## src/hdl/tdr_pkg.sv

```systemverilog
// ----------------------------------------------------------------------------
// tdr_pkg
// Shared types and constants for the telegram decoder with re-check.
// ----------------------------------------------------------------------------
package tdr_pkg;

   localparam int TELEGRAM_BYTES = 12;
   localparam int SYMBOL_COUNT   = 40;
   localparam int ID_WIDTH       = 30;
   localparam int STATUS_WIDTH   = 10;
   localparam int POLY_WIDTH     = 40;
   localparam int POS_WIDTH      = 4;
   localparam int CSR_ADDR_WIDTH = 5;
   localparam int CSR_DATA_WIDTH = 64;
   localparam int RSP_DATA_WIDTH = 48;

   localparam logic [ID_WIDTH-1:0] ID_LIMIT_RESET = {ID_WIDTH{1'b1}};

   typedef enum logic [1:0] {
      REG_CODING_POLY = 2'd0,
      REG_PREAMBLE_1  = 2'd1,
      REG_PREAMBLE_2  = 2'd2,
      REG_ID_LIMIT    = 2'd3
   } reg_index_type;

   typedef logic [TELEGRAM_BYTES-1:0][7:0] telegram_type;

   typedef struct packed {
      logic [POLY_WIDTH-1:0] coding_polynomial;
      logic [7:0]            preamble_first;
      logic [7:0]            preamble_second;
      logic [ID_WIDTH-1:0]   display_id_limit;
   } csr_type;

   typedef struct packed {
      logic                    telegram_ok;
      logic                    id_in_range;
      logic                    code_match;
      logic                    preamble_match;
      logic [STATUS_WIDTH-1:0] status_bits;
      logic [ID_WIDTH-1:0]     identifier;
   } result_type;

endpackage

```

## src/hdl/tdr_csr.sv

```systemverilog
// ----------------------------------------------------------------------------
// tdr_csr
// Configuration register file behind the register bus port.
// ----------------------------------------------------------------------------
module tdr_csr (
   input  logic                                clock,
   input  logic                                reset,
   input  logic                                psel,
   input  logic                                penable,
   input  logic                                pwrite,
   input  logic [tdr_pkg::CSR_ADDR_WIDTH-1:0]  paddr,
   input  logic [tdr_pkg::CSR_DATA_WIDTH-1:0]  pwdata,
   output logic [tdr_pkg::CSR_DATA_WIDTH-1:0]  prdata,
   output logic                                pready,
   output tdr_pkg::csr_type                    regs
);

   tdr_pkg::csr_type       regs_ff;
   tdr_pkg::csr_type       regs_in;
   tdr_pkg::reg_index_type reg_sel;
   logic                   wr_en;

   // registers sit on 8-byte boundaries
   assign reg_sel = tdr_pkg::reg_index_type'(paddr[4:3]);
   assign wr_en   = psel & penable & pwrite;
   assign pready  = 1'b1;

   always_comb begin
      regs_in = regs_ff;
      if (wr_en) begin
         unique case (reg_sel)
            tdr_pkg::REG_CODING_POLY:
               regs_in.coding_polynomial = pwdata[tdr_pkg::POLY_WIDTH-1:0];
            tdr_pkg::REG_PREAMBLE_1:  regs_in.preamble_first  = pwdata[7:0];
            tdr_pkg::REG_PREAMBLE_2:  regs_in.preamble_second = pwdata[7:0];
            tdr_pkg::REG_ID_LIMIT:
               regs_in.display_id_limit = pwdata[tdr_pkg::ID_WIDTH-1:0];
            default: regs_in = regs_ff;
         endcase
      end
   end

   always_comb begin
      unique case (reg_sel)
         tdr_pkg::REG_CODING_POLY:
            prdata = {{(tdr_pkg::CSR_DATA_WIDTH-tdr_pkg::POLY_WIDTH){1'b0}},
                      regs_ff.coding_polynomial};
         tdr_pkg::REG_PREAMBLE_1:
            prdata = {{(tdr_pkg::CSR_DATA_WIDTH-8){1'b0}}, regs_ff.preamble_first};
         tdr_pkg::REG_PREAMBLE_2:
            prdata = {{(tdr_pkg::CSR_DATA_WIDTH-8){1'b0}}, regs_ff.preamble_second};
         tdr_pkg::REG_ID_LIMIT:
            prdata = {{(tdr_pkg::CSR_DATA_WIDTH-tdr_pkg::ID_WIDTH){1'b0}},
                      regs_ff.display_id_limit};
         default: prdata = '0;
      endcase
   end

   always_ff @(posedge clock) begin
      if (reset) begin
         regs_ff.coding_polynomial <= '0;
         regs_ff.preamble_first    <= '0;
         regs_ff.preamble_second   <= '0;
         regs_ff.display_id_limit  <= tdr_pkg::ID_LIMIT_RESET;
      end else begin
         regs_ff <= regs_in;
      end
   end

   assign regs = regs_ff;

endmodule

```

## src/hdl/tdr_collect.sv

```systemverilog
// ----------------------------------------------------------------------------
// tdr_collect
// Frames incoming bytes into a 12-byte telegram buffer and flags completion.
// ----------------------------------------------------------------------------
module tdr_collect (
   input  logic                  clock,
   input  logic                  reset,
   input  logic                  accept,
   input  logic [7:0]            byte_data,
   input  logic                  start_flag,
   input  logic                  advance,
   output logic                  done,
   output tdr_pkg::telegram_type bytes
);

   localparam logic [tdr_pkg::POS_WIDTH-1:0] LAST_POS =
      tdr_pkg::POS_WIDTH'(tdr_pkg::TELEGRAM_BYTES - 1);
   localparam logic [tdr_pkg::POS_WIDTH-1:0] FULL_POS =
      tdr_pkg::POS_WIDTH'(tdr_pkg::TELEGRAM_BYTES);

   logic [tdr_pkg::POS_WIDTH-1:0] pos_ff, pos_in;
   logic                          active_ff, active_in;
   logic                          done_ff, done_in;
   tdr_pkg::telegram_type         bytes_ff;
   logic                          take;
   logic                          store;
   logic [tdr_pkg::POS_WIDTH-1:0] cur_pos;

   assign take    = accept & (start_flag | active_ff);
   assign cur_pos = start_flag ? '0 : pos_ff;
   assign store   = take & (cur_pos < FULL_POS);

   always_comb begin
      pos_in    = pos_ff;
      active_in = active_ff;
      done_in   = done_ff & ~advance;
      if (take) begin
         if (!store) begin
            pos_in    = '0;
            active_in = 1'b0;
         end else if (cur_pos == LAST_POS) begin
            pos_in    = '0;
            active_in = 1'b0;
            done_in   = 1'b1;
         end else begin
            pos_in    = cur_pos + 1'b1;
            active_in = 1'b1;
         end
      end
   end

   always_ff @(posedge clock) begin
      if (reset) begin
         pos_ff    <= '0;
         active_ff <= 1'b0;
         done_ff   <= 1'b0;
      end else begin
         pos_ff    <= pos_in;
         active_ff <= active_in;
         done_ff   <= done_in;
      end
   end

   // byte buffer, no reset needed
   always_ff @(posedge clock) begin
      if (store) begin
         bytes_ff[cur_pos] <= byte_data;
      end
   end

   assign done  = done_ff;
   assign bytes = bytes_ff;

endmodule

```

## src/hdl/tdr_check.sv

```systemverilog
// ----------------------------------------------------------------------------
// tdr_check
// Decodes identifier and status from a full telegram and re-encodes it with
// the recursive code to check every byte.
// ----------------------------------------------------------------------------
module tdr_check (
   input  tdr_pkg::telegram_type bytes,
   input  tdr_pkg::csr_type      regs,
   output tdr_pkg::result_type   result
);

   localparam int NSYM = tdr_pkg::SYMBOL_COUNT;

   logic [NSYM-1:0]                 src;
   logic [NSYM-1:0]                 src_rev;
   logic [NSYM:0]                   src_ext;
   logic [tdr_pkg::ID_WIDTH-1:0]    id;
   logic [tdr_pkg::STATUS_WIDTH-1:0] st;
   tdr_pkg::telegram_type           exp_bytes;
   logic                            pre_ok;
   logic                            code_ok;

   // symbol k sits in byte 2 + k/4, first symbol in the top two bits
   always_comb begin
      for (int k = 0; k < NSYM; k++) begin
         src[k] = bytes[2 + k/4][7 - 2*(k%4)] ^ bytes[2 + k/4][6 - 2*(k%4)];
      end
   end

   // stream is read from its top bit: three id bits, then one status bit
   always_comb begin
      int ii;
      int si;
      ii = 0;
      si = 0;
      id = '0;
      st = '0;
      for (int p = 0; p < NSYM; p++) begin
         if ((p % 4) != 3) begin
            id[tdr_pkg::ID_WIDTH-1-ii] = src[NSYM-1-p];
            ii = ii + 1;
         end else begin
            st[tdr_pkg::STATUS_WIDTH-1-si] = src[NSYM-1-p];
            si = si + 1;
         end
      end
   end

   always_comb begin
      for (int i = 0; i < NSYM; i++) begin
         src_rev[i] = src[NSYM-1-i];
      end
   end

   assign src_ext = {1'b0, src};

   // history at step k holds src[k] in bit 0, src[k-1] in bit 1 and so on
   always_comb begin
      logic [NSYM-1:0] hist;
      logic            fb;
      logic            bit_a;
      logic            bit_b;
      exp_bytes    = '0;
      exp_bytes[0] = regs.preamble_first;
      exp_bytes[1] = regs.preamble_second;
      for (int k = 0; k < NSYM; k++) begin
         hist  = src_rev >> (NSYM - 1 - k);
         fb    = ^(hist & regs.coding_polynomial);
         bit_a = fb ^ src_ext[k+1];
         bit_b = bit_a ^ src[k];
         exp_bytes[2 + k/4][7 - 2*(k%4)] = bit_a;
         exp_bytes[2 + k/4][6 - 2*(k%4)] = bit_b;
      end
   end

   assign pre_ok  = (bytes[0] == regs.preamble_first) &
                    (bytes[1] == regs.preamble_second);
   assign code_ok = (bytes == exp_bytes);

   assign result.identifier     = id;
   assign result.status_bits    = st;
   assign result.preamble_match = pre_ok;
   assign result.code_match     = code_ok;
   assign result.id_in_range    = (id <= regs.display_id_limit);
   assign result.telegram_ok    = pre_ok & code_ok;

endmodule

```

## src/hdl/telegram_decoder_with_recheck.sv

```systemverilog
// The twelfth byte is written into the byte buffer register, then the result
// register captures the decode once the result slot is free.
// Throughput: one byte per cycle; the decode and re-encode check is a single
// combinational pass from the byte buffer into the result register.
// Input stalls only while a finished telegram waits behind an unaccepted result.
// Reset: synchronous, active high; clears framing, result valid and registers.
// ----------------------------------------------------------------------------
// telegram_decoder_with_recheck
// Collects 12-byte telegrams, decodes identifier and status and re-checks the
// coding; one result beat per complete telegram.
// ----------------------------------------------------------------------------
module telegram_decoder_with_recheck (
   input  logic                                clock,
   input  logic                                reset,
   input  logic                                req_tvalid,
   output logic                                req_tready,
   input  logic [7:0]                          req_tdata,  // [7:0] telegram_byte
   input  logic                                req_tuser,  // [0] start_flag
   output logic                                rsp_tvalid,
   input  logic                                rsp_tready,
   // [29:0] identifier, [39:30] status_bits, [40] preamble_match,
   // [41] code_match, [42] id_in_range, [43] telegram_ok, [47:44] zero
   output logic [tdr_pkg::RSP_DATA_WIDTH-1:0]  rsp_tdata,
   input  logic                                csr_psel,
   input  logic                                csr_penable,
   input  logic                                csr_pwrite,
   input  logic [tdr_pkg::CSR_ADDR_WIDTH-1:0]  csr_paddr,
   input  logic [tdr_pkg::CSR_DATA_WIDTH-1:0]  csr_pwdata,
   output logic [tdr_pkg::CSR_DATA_WIDTH-1:0]  csr_prdata,
   output logic                                csr_pready
);

   tdr_pkg::csr_type      regs;
   tdr_pkg::telegram_type bytes;
   tdr_pkg::result_type   result;
   tdr_pkg::result_type   rsp_data_ff;
   logic                  rsp_valid_ff;
   logic                  done;
   logic                  advance;
   logic                  req_accept;

   // check stage may move when nothing is done or the result slot frees
   assign advance    = ~done | ~rsp_valid_ff | rsp_tready;
   assign req_tready = advance;
   assign req_accept = req_tvalid & req_tready;

   tdr_csr u_csr (
      .clock   (clock),
      .reset   (reset),
      .psel    (csr_psel),
      .penable (csr_penable),
      .pwrite  (csr_pwrite),
      .paddr   (csr_paddr),
      .pwdata  (csr_pwdata),
      .prdata  (csr_prdata),
      .pready  (csr_pready),
      .regs    (regs)
   );

   tdr_collect u_collect (
      .clock      (clock),
      .reset      (reset),
      .accept     (req_accept),
      .byte_data  (req_tdata),
      .start_flag (req_tuser),
      .advance    (advance),
      .done       (done),
      .bytes      (bytes)
   );

   tdr_check u_check (
      .bytes  (bytes),
      .regs   (regs),
      .result (result)
   );

   always_ff @(posedge clock) begin
      if (reset) begin
         rsp_valid_ff <= 1'b0;
      end else if (done && advance) begin
         rsp_valid_ff <= 1'b1;
      end else if (rsp_tready) begin
         rsp_valid_ff <= 1'b0;
      end
   end

   always_ff @(posedge clock) begin
      if (done && advance) begin
         rsp_data_ff <= result;
      end
   end

   assign rsp_tvalid = rsp_valid_ff;
   assign rsp_tdata  = {{(tdr_pkg::RSP_DATA_WIDTH - $bits(tdr_pkg::result_type)){1'b0}},
                        rsp_data_ff};

endmodule

```

## config.mk

```make
export PLATFORM = sky130hd
export DESIGN_NAME = telegram_decoder_with_recheck
export DESIGN_NICKNAME = d
export VERILOG_FILES = /design/src/hdl/tdr_pkg.sv /design/src/hdl/tdr_csr.sv /design/src/hdl/tdr_collect.sv /design/src/hdl/tdr_check.sv /design/src/hdl/telegram_decoder_with_recheck.sv
export SDC_FILE = /design/constraint.sdc
export NUM_CORES = 1
export LEC_CHECK = 0
export BUFFER_PORTS_ARGS = -buffer_cell sky130_fd_sc_hd__buf_4
export CORE_MARGIN = 3
export CORE_UTILIZATION = 35
export CTS_CLUSTER_DIAMETER = 100
export DETAILED_ROUTE_END_ITERATION = 8
export GPL_TIMING_DRIVEN = 0
export HOLD_SLACK_MARGIN = 0.02
export PLACE_DENSITY = 0.57
export SKIP_LAST_GASP = 1
export SYNTH_ARGS = -nofsm -noshare
export SYNTH_HDL_FRONTEND = slang
export SYNTH_HIERARCHICAL = 1
export SYNTH_SLANG_ARGS = --single-unit
```

## constraint.sdc

```tcl
create_clock -name clock -period 3.1 [get_ports clock]
set_input_delay 0.465 -clock clock [delete_from_list [all_inputs] [get_ports clock]]
set_output_delay 0.465 -clock clock [all_outputs]
set_load 0.005 [all_outputs]
```

==> results of run 1 <==
## Yosys cell counts (17+ instances only)
| master | number | area [um^2] |
|---|---|---|
| inv_1 | 37 | 139 |
| a22o_1 | 22 | 193 |
| nand4_1 | 17 | 106 |
| dfxtp_1 | 93 | 1860 |
| xor2_1 | 217 | 1900 |
| nand2_1 | 812 | 3050 |
| a21oi_1 | 38 | 190 |
| o31ai_1 | 34 | 255 |
| nor2_1 | 72 | 270 |
| buf_4 | 44 | 330 |
| xnor2_1 | 667 | 5840 |
| nand2b_1 | 34 | 213 |
| buf_2 | 81 | 405 |
| edfxtp_1 | 140 | 4200 |
| clkbuf_1 | 72 | 270 |
| nand3_1 | 36 | 180 |
| ha_1 | 32 | 400 |
| mux2i_1 | 69 | 691 |
| buf_1 | 24 | 90.1 |
## through the flow
step | power (W) | instances | util [%] | worst slack, ps | area [um^2]
finish | 0.00766 | 3798 | 44.5 | -163 | 27200
global route | 0.00790 | 3798 | 44.5 | -211 | 27200
CTS | 0.00769 | 3773 | 43.9 | -6.21 | 26800
detailed placement | 0.00430 | 3664 | 39.5 | -1380 | 24100
global placement | 0.00430 | 3659 | 39.4 | -1460 | 24000
floorplan | 0.00396 | 2690 | - | 185 | 21900
## kinds of logic after synthesis
| logic type | Yosys count |
|---|---|
| buf+inv | 270 |
| other cells | 3 |
| flops | 233 |
| fa+ha+maj | 32 |
| xor+xnor | 900 |
| mux | 77 |
| compound gates | 131 |
| simple gates | 1018 |
## layout by cell type (no fill, tap or decap), drive strengths merged, types with 37 or more instances in the layout
cell      n
nand2   812
a21oi    38
xnor2   668
mux2i    69
inv      39
clkbuf  107
xor2    232
buf     386
edfxtp  140
nor2     73
nand3    37
dfxtp    93
## state kept, by name, indices dropped and copies added, names as in the netlist
signal               flops
u_collect/bytes         96
u_csr/regs              86
rsp_tdata               44
u_collect/pos_ff         4
rsp_tvalid               1
u_collect/active_ff      1
u_collect/done           1
## power breakdown
group | switching (W) | internal, W | total (W)
Combinational | 0.000549 | 0.000428 | 0.000977
Clock | 0.00142 | 0.00194 | 0.00335
Sequential | 0.0000330 | 0.00329 | 0.00333
## worst max-delay path, cell delays in order (launching register included)
cell and delay, ps:
edfxtp_1 500, xor2_4 320, buf_6 320, nand2_1 150, xnor2_2 180, xnor2_2 160
xnor2_2 160, xnor2_2 390, xnor2_2 190, xnor2_1 140, nand4_1 170, buf_4 190
nor4_4 260
## routing by layer
metal	share of wire (%)	vias to the layer above	wire [um]
met4	7.8	0	7530
li1	-	8882	-
met1	38	9256	36400
met3	12	399	11500
met5	0	-	0
met2	43	1366	41300
## final cells by class
class / instances / area [um^2]
Buffer: 227 / 1690
Clock buffer: 34 / 763
Clock inverter: 18 / 186
Fill cell: 6105 / 33900
Inverter: 37 / 139
Multi-Input combinational cell: 2187 / 15300
Sequential cell: 233 / 6070
Tap cell: 828 / 1040
Timing Repair Buffer: 234 / 1990
## what timing repair did
action / in CTS / in global routing
endpoints found under the setup margin: 3 / 3
setup buffers: 62 / 26
cloned: 1 / 0
gates resized for setup: 269 / 45
pin swaps: 63 / 36
## how the worst min path moves through the flow
stage                     slack [ps]           start  cells after the start        endpoint
after CTS                        160  csr_pwdata[16]                      3  u_csr/regs[62]
final                            160  csr_pwdata[34]                      3  u_csr/regs[80]
after detailed placement         480  u_csr/regs[76]                      2  u_csr/regs[76]
after global routing             160  csr_pwdata[28]                      3  u_csr/regs[74]
after floorplan                  450  u_csr/regs[78]                      2  u_csr/regs[78]
after global placement           470  u_csr/regs[52]                      2  u_csr/regs[52]
==> impl_metrics.env, run 1 <==
export IMPL_wl_per_cell_um=25.5
export IMPL_grt_pass1_vias=19100
export IMPL_grt_overflow=0
export IMPL_cp_startpoint="u_collect/bytes[65]"
export IMPL_synth_warnings=6
export IMPL_worst_setup_path_start_kind="flop"
export IMPL_fp_coreArea_um2=61000
export IMPL_worstMarginPinSlew_ps=990
export IMPL_slew_viol_final=0
export IMPL_setup_violations=2
export IMPL_crit_end="rsp_tdata[41]"
export IMPL_hp_class="primary input to flop"
export IMPL_remaining_drc_errors=0
export IMPL_insertedDiodeCount=0
export IMPL_r2r_cells=12
export IMPL_grt_total_usage_pct=28.5
export IMPL_grt_max_degree=30
export IMPL_dieArea_um2=65400
export IMPL_synthAdderAreaFrac_pct=1.83
export IMPL_clock_sinks=233
export IMPL_drive_above_1_share_pct=19.5
export IMPL_drt_initial_drc_count=2705
export IMPL_end_kind="flop"
export IMPL_nNetsFinal=3065
export IMPL_cts_root_buf="clkbuf_16"
export IMPL_min_period_ps=3260
export IMPL_fmax_ghz=0.306
export IMPL_io_buffers=141
export IMPL_timing_rr_end="rsp_tdata[41]"
export IMPL_num_vias=19900
export IMPL_dieHeight_um=256
export IMPL_synth_compound_area_share_pct=4.17
export IMPL_firstDrtPassIters=6
export IMPL_synth_edf_count=140
export IMPL_ys_seq_elements=233
export IMPL_yosysSeqAreaShare_pct=27.8
export IMPL_cts_hold_buf=0
export IMPL_dp_hpwl_um=66100
export IMPL_syn_inst=2664
export IMPL_arrival_ps=3680
export IMPL_critical_path_max_fanout=11
export IMPL_synthesis_area_um2=21800
export IMPL_cp_data_required_time_ps=3520
export IMPL_area_growth_pct=24.5
export IMPL_avgSynthCellArea_um2=8.19
export IMPL_cts_tree="yes"
export IMPL_h_tree_depth=1
export IMPL_busiest_layer="met2"
export IMPL_synth_simple_area_share_pct=19.1
export IMPL_p_leak_nw=9.25
export IMPL_row_count=90
export IMPL_synthFlopType="edfxtp_1"
export IMPL_drt_total_wl_um=96800
export IMPL_relSlewSlack_pct=33.9
export IMPL_power_density_nw_per_um2=282
export IMPL_ant_nets=0
export IMPL_grt_pass1_wl_um=137000
export IMPL_dieWidth_um=256
export IMPL_run_status="finished, violations left"
export IMPL_hold_ws_ps=164
export IMPL_synth_top_family_by_area="XOR/XNOR gates"
export IMPL_antenna_found_initial=1
export IMPL_place_congestion=1.01
export IMPL_drv_cap=0
export IMPL_r2r_slack_ps=-160
export IMPL_hold_violations=0
export IMPL_cts_made_buffers=28
export IMPL_synth_async_sr_flop_share_pct=0
export IMPL_start_util_pct=35.8
export IMPL_ir_worst_vdd_mv=0.435
export IMPL_fin_skew_ps=38.5
export IMPL_rsz0062_at_grt="yes"
export IMPL_violations="negative setup slack"
export IMPL_ios=200
export IMPL_crit_type="flop to flop"
export IMPL_period_share_pct=105
export IMPL_synth_mux_area_share_pct=4.01
export IMPL_synth_xor_area_share_pct=36.7
export IMPL_synth_cell_types=55
export IMPL_grt_util_met3_pct=6.91
export IMPL_r2r_start="u_collect/bytes[65]"
export IMPL_clk_latency_ps=590
export IMPL_grt_use_met2_pct=43.4
export IMPL_setup_ws_ps=-163
export IMPL_grt_use_met1_pct=36.3
export IMPL_clk_pin_slew_ps=60
export IMPL_vias_per_cell=5.24
export IMPL_tns_ps=-300
export IMPL_clock_path_buffers=3
Note: power is estimated with default switching activity, not from simulation.
==> inputs of run 2 (changes only) <==
--- a/config.mk
+++ b/config.mk
@@ -5,6 +5,7 @@
 export SDC_FILE = /design/constraint.sdc
 export NUM_CORES = 1
 export LEC_CHECK = 0
+export ABC_AREA = 1
 export BUFFER_PORTS_ARGS = -buffer_cell sky130_fd_sc_hd__buf_4
 export CORE_MARGIN = 3
 export CORE_UTILIZATION = 35
@@ -12,7 +13,7 @@
 export DETAILED_ROUTE_END_ITERATION = 8
 export GPL_TIMING_DRIVEN = 0
 export HOLD_SLACK_MARGIN = 0.02
-export PLACE_DENSITY = 0.57
+export PLACE_DENSITY = 0.56
 export SKIP_LAST_GASP = 1
 export SYNTH_ARGS = -nofsm -noshare
 export SYNTH_HDL_FRONTEND = slang
==> run 2 against run 1 <==
Against the previous run:
- the run now ends clean
- sequential share of layout area down 6.7 points
- non-clock buffer count up 43
- clock-buffer cell count down 5
- total power up 17%
- setup slack better by 190 ps
==> impl_metrics.env, run 2 <==
export IMPL_run_status="finished clean"
export IMPL_cts_root_buf="clkbuf_16"
export IMPL_p_leak_nw=21.3
export IMPL_dp_hpwl_um=127000
export IMPL_synth_edf_count=140
export IMPL_clock_sinks=233
export IMPL_power_density_nw_per_um2=229
export IMPL_synthTopCellsByCount="nand2_1, inv_1, nor2_1"
export IMPL_clk_latency_ps=600
export IMPL_grt_pass1_vias=34100
export IMPL_period_share_pct=99.2
export IMPL_critical_path_max_fanout=10
export IMPL_largest_reg_flops=96
export IMPL_ant_nets=0
export IMPL_synth_top_area_share_pct=35.2
export IMPL_io_buffers=143
export IMPL_vias_per_cell=5.18
export IMPL_fmax_ghz=0.325
export IMPL_relSlewSlack_pct=4.42
export IMPL_hold_ws_ps=83.9
export IMPL_ys_seq_elements=233
export IMPL_cts_hold_buf=0
export IMPL_hold_violations=0
export IMPL_tns_ps=0
export IMPL_start_util_pct=35.5
export IMPL_synth_async_sr_flop_share_pct=0
export IMPL_postPlaceCellArea_um2=34900
export IMPL_grt_max_degree=25
export IMPL_syn_inst=6099
export IMPL_wl_per_cell_um=22.3
export IMPL_layout_common_cells="nand2_1, inv_1, nor2_1"
export IMPL_drive_above_1_share_pct=15.1
export IMPL_slowest_delay_ps=390
export IMPL_final_common_cell="nand2_1"
export IMPL_synth_most_common_cell="nand2_1"
export IMPL_antenna_found_initial=5
export IMPL_hp_class="primary input to flop"
export IMPL_cp_data_required_time_ps=3580
export IMPL_worstPathCellList="buf_6 -> inv_4 -> buf_4 -> nor2_2 -> xor2_1 -> nand2_1 -> nand2_2 -> nand3_1 -> nand2_1 -> inv_1 -> nand2_1 -> nand2_1 -> nor2_2 -> nand2_2 -> nor2_4 -> nand2_2 -> nor2_4 -> nand2_2 -> nor2_1 -> buf_4"
export IMPL_grt_overflow=0
export IMPL_drt_total_wl_um=170000
export IMPL_cts_made_buffers=28
export IMPL_end_kind="flop"
export IMPL_fin_skew_ps=13.1
export IMPL_power_w=0.00896
export IMPL_firstDrtPassIters=7
export IMPL_insertedDiodeCount=0
export IMPL_clock_path_buffers=3
export IMPL_worst_setup_path_start_kind="flop"
export IMPL_worstMarginPinSlew_ps=1430
export IMPL_ir_worst_vdd_mv=0.412
export IMPL_synth_top_area_cell="nand2_1"
export IMPL_dieWidth_um=309
export IMPL_yosysSeqAreaShare_pct=18.8
export IMPL_arrival_ps=3550
export IMPL_nNetsFinal=6555
export IMPL_synthFlopType="edfxtp_1"
export IMPL_ios=200
export IMPL_place_congestion=1.02
export IMPL_dieArea_um2=95600
export IMPL_ys_top_cells_by_area="nand2_1, edfxtp_1, inv_1, nor2_1, nand3_1"
export IMPL_synth_cell_types=47
export IMPL_grt_total_usage_pct=34.0
export IMPL_remaining_drc_errors=0
export IMPL_cts_tree="yes"
export IMPL_slowest_stage="dfxtp_1"
export IMPL_num_vias=39500
export IMPL_drv_cap=0
export IMPL_row_count=110
export IMPL_drt_initial_drc_count=4957
export IMPL_synth_warnings=6
export IMPL_cpLargestDelayFamily="simple AND/OR/NAND/NOR gates"
export IMPL_area_growth_pct=21.4
export IMPL_crit_type="flop to flop"
export IMPL_avgSynthCellArea_um2=5.28
export IMPL_fp_coreArea_um2=90600
export IMPL_slew_viol_final=0
export IMPL_clk_pin_slew_ps=70
export IMPL_cp_num_buf_inv=5
export IMPL_setup_violations=0
export IMPL_grt_pass1_wl_um=233000
export IMPL_dieHeight_um=309
export IMPL_min_period_ps=3080
export IMPL_synthesis_area_um2=32200
export IMPL_final_area_um2=39100
export IMPL_h_tree_depth=1
## run 2: cell types whose count changed after synthesis, sizes merged, moves of 13 or more
cell    delta
xnor2    -508
o31ai     -34
nand3    +430
clkbuf    -54
a21oi     -16
nand2b    -30
o21ai     +79
xor2      -64
nand2   +2263
and2      -13
inv      +746
mux2i     -69
nor2     +691
buf       +43
## run 2: routing by layer
| layer | routed length, um | vias up | GRT usage (%) |
|---|---|---|---|
| met5 | 68 | - | 0 |
| met3 | 20000 | 493 | 7.65 |
| met2 | 70100 | 2245 | 51.4 |
| met1 | 66100 | 17800 | 43.3 |
| met4 | 13700 | 10 | 23.0 |
| li1 | - | 19000 | - |
## run 2: where the power goes
part	switching [W]	internal [W]
registers	0.0000458	0.00330
logic	0.00130	0.000626
clock network	0.00157	0.00212
## run 2: final timing paths
| kind | end | slack (ps) | start | cells past startpoint |
|---|---|---|---|---|
| max | rsp_tdata[41] | 20 | u_csr/regs[60] | 20 |
| min | u_csr/regs[0] | 80 | csr_pwdata[0] | 3 |
| max reg2reg | rsp_tdata[41] | 20 | u_csr/regs[60] | 20 |
| min reg2reg | u_csr/regs[16] | 490 | u_csr/regs[16] | 2 |
## run 2: worst reg2reg max path, stage by stage, from the launching register on
cell,delay [ps]
dfxtp_1,390
buf_6,250
inv_4,170
buf_4,270
nor2_2,190
xor2_1,180
nand2_1,80
nand2_2,120
nand3_1,90
nand2_1,120
inv_1,60
nand2_1,60
nand2_1,60
nor2_2,120
nand2_2,110
nor2_4,180
nand2_2,80
nor2_4,140
nand2_2,70
nor2_1,100
buf_4,100
## run 2: per-stage QoR
| stage | cells | util [%] | setup WS [ps] |
|---|---|---|---|
| 2_1_floorplan | 6125 | - | 283 |
| 3_3_place_gp | 7444 | 38.5 | -1680 |
| 3_5_place_dp | 7445 | 38.5 | -784 |
| 4_1_cts | 7546 | 41.0 | -14.7 |
| 5_1_grt | 7636 | 43.1 | -42.8 |
| 6_report | 7636 | 43.1 | 23.7 |
## run 2: what timing repair did
item,CTS,global route
endpoints found under the setup margin,3,3
setup buffers,49,86
resized for setup,271,314
pin swaps,6,56
cloned,0,4
hold endpoints to repair,0,0
## run 2: cells by family (layout without fill, tap and decap cells)
logic type,Yosys count,count (layout),synth area share [%]
xor gates and xnor gates,328,328,9.07
buffers and inverters,1011,1345,13.4
DFF,233,233,18.8
other,3,29,0.0350
adders and majority gates,32,32,1.24
AOI/OAI and AO/OA,139,139,2.53
and+or+nand+nor,4353,4354,54.8
## run 2: area by class of cell
| class | instances | area (um^2) |
|---|---|---|
| fillers | 9837 | 51500 |
| multi-input cells | 4882 | 22900 |
| flip-flops and latches | 233 | 6100 |
| inverters | 789 | 3100 |
| repair buffers | 282 | 2330 |
| plain buffers | 222 | 2120 |
| well taps | 1176 | 1470 |
| clock buffers | 29 | 704 |
| clock inverters | 23 | 315 |
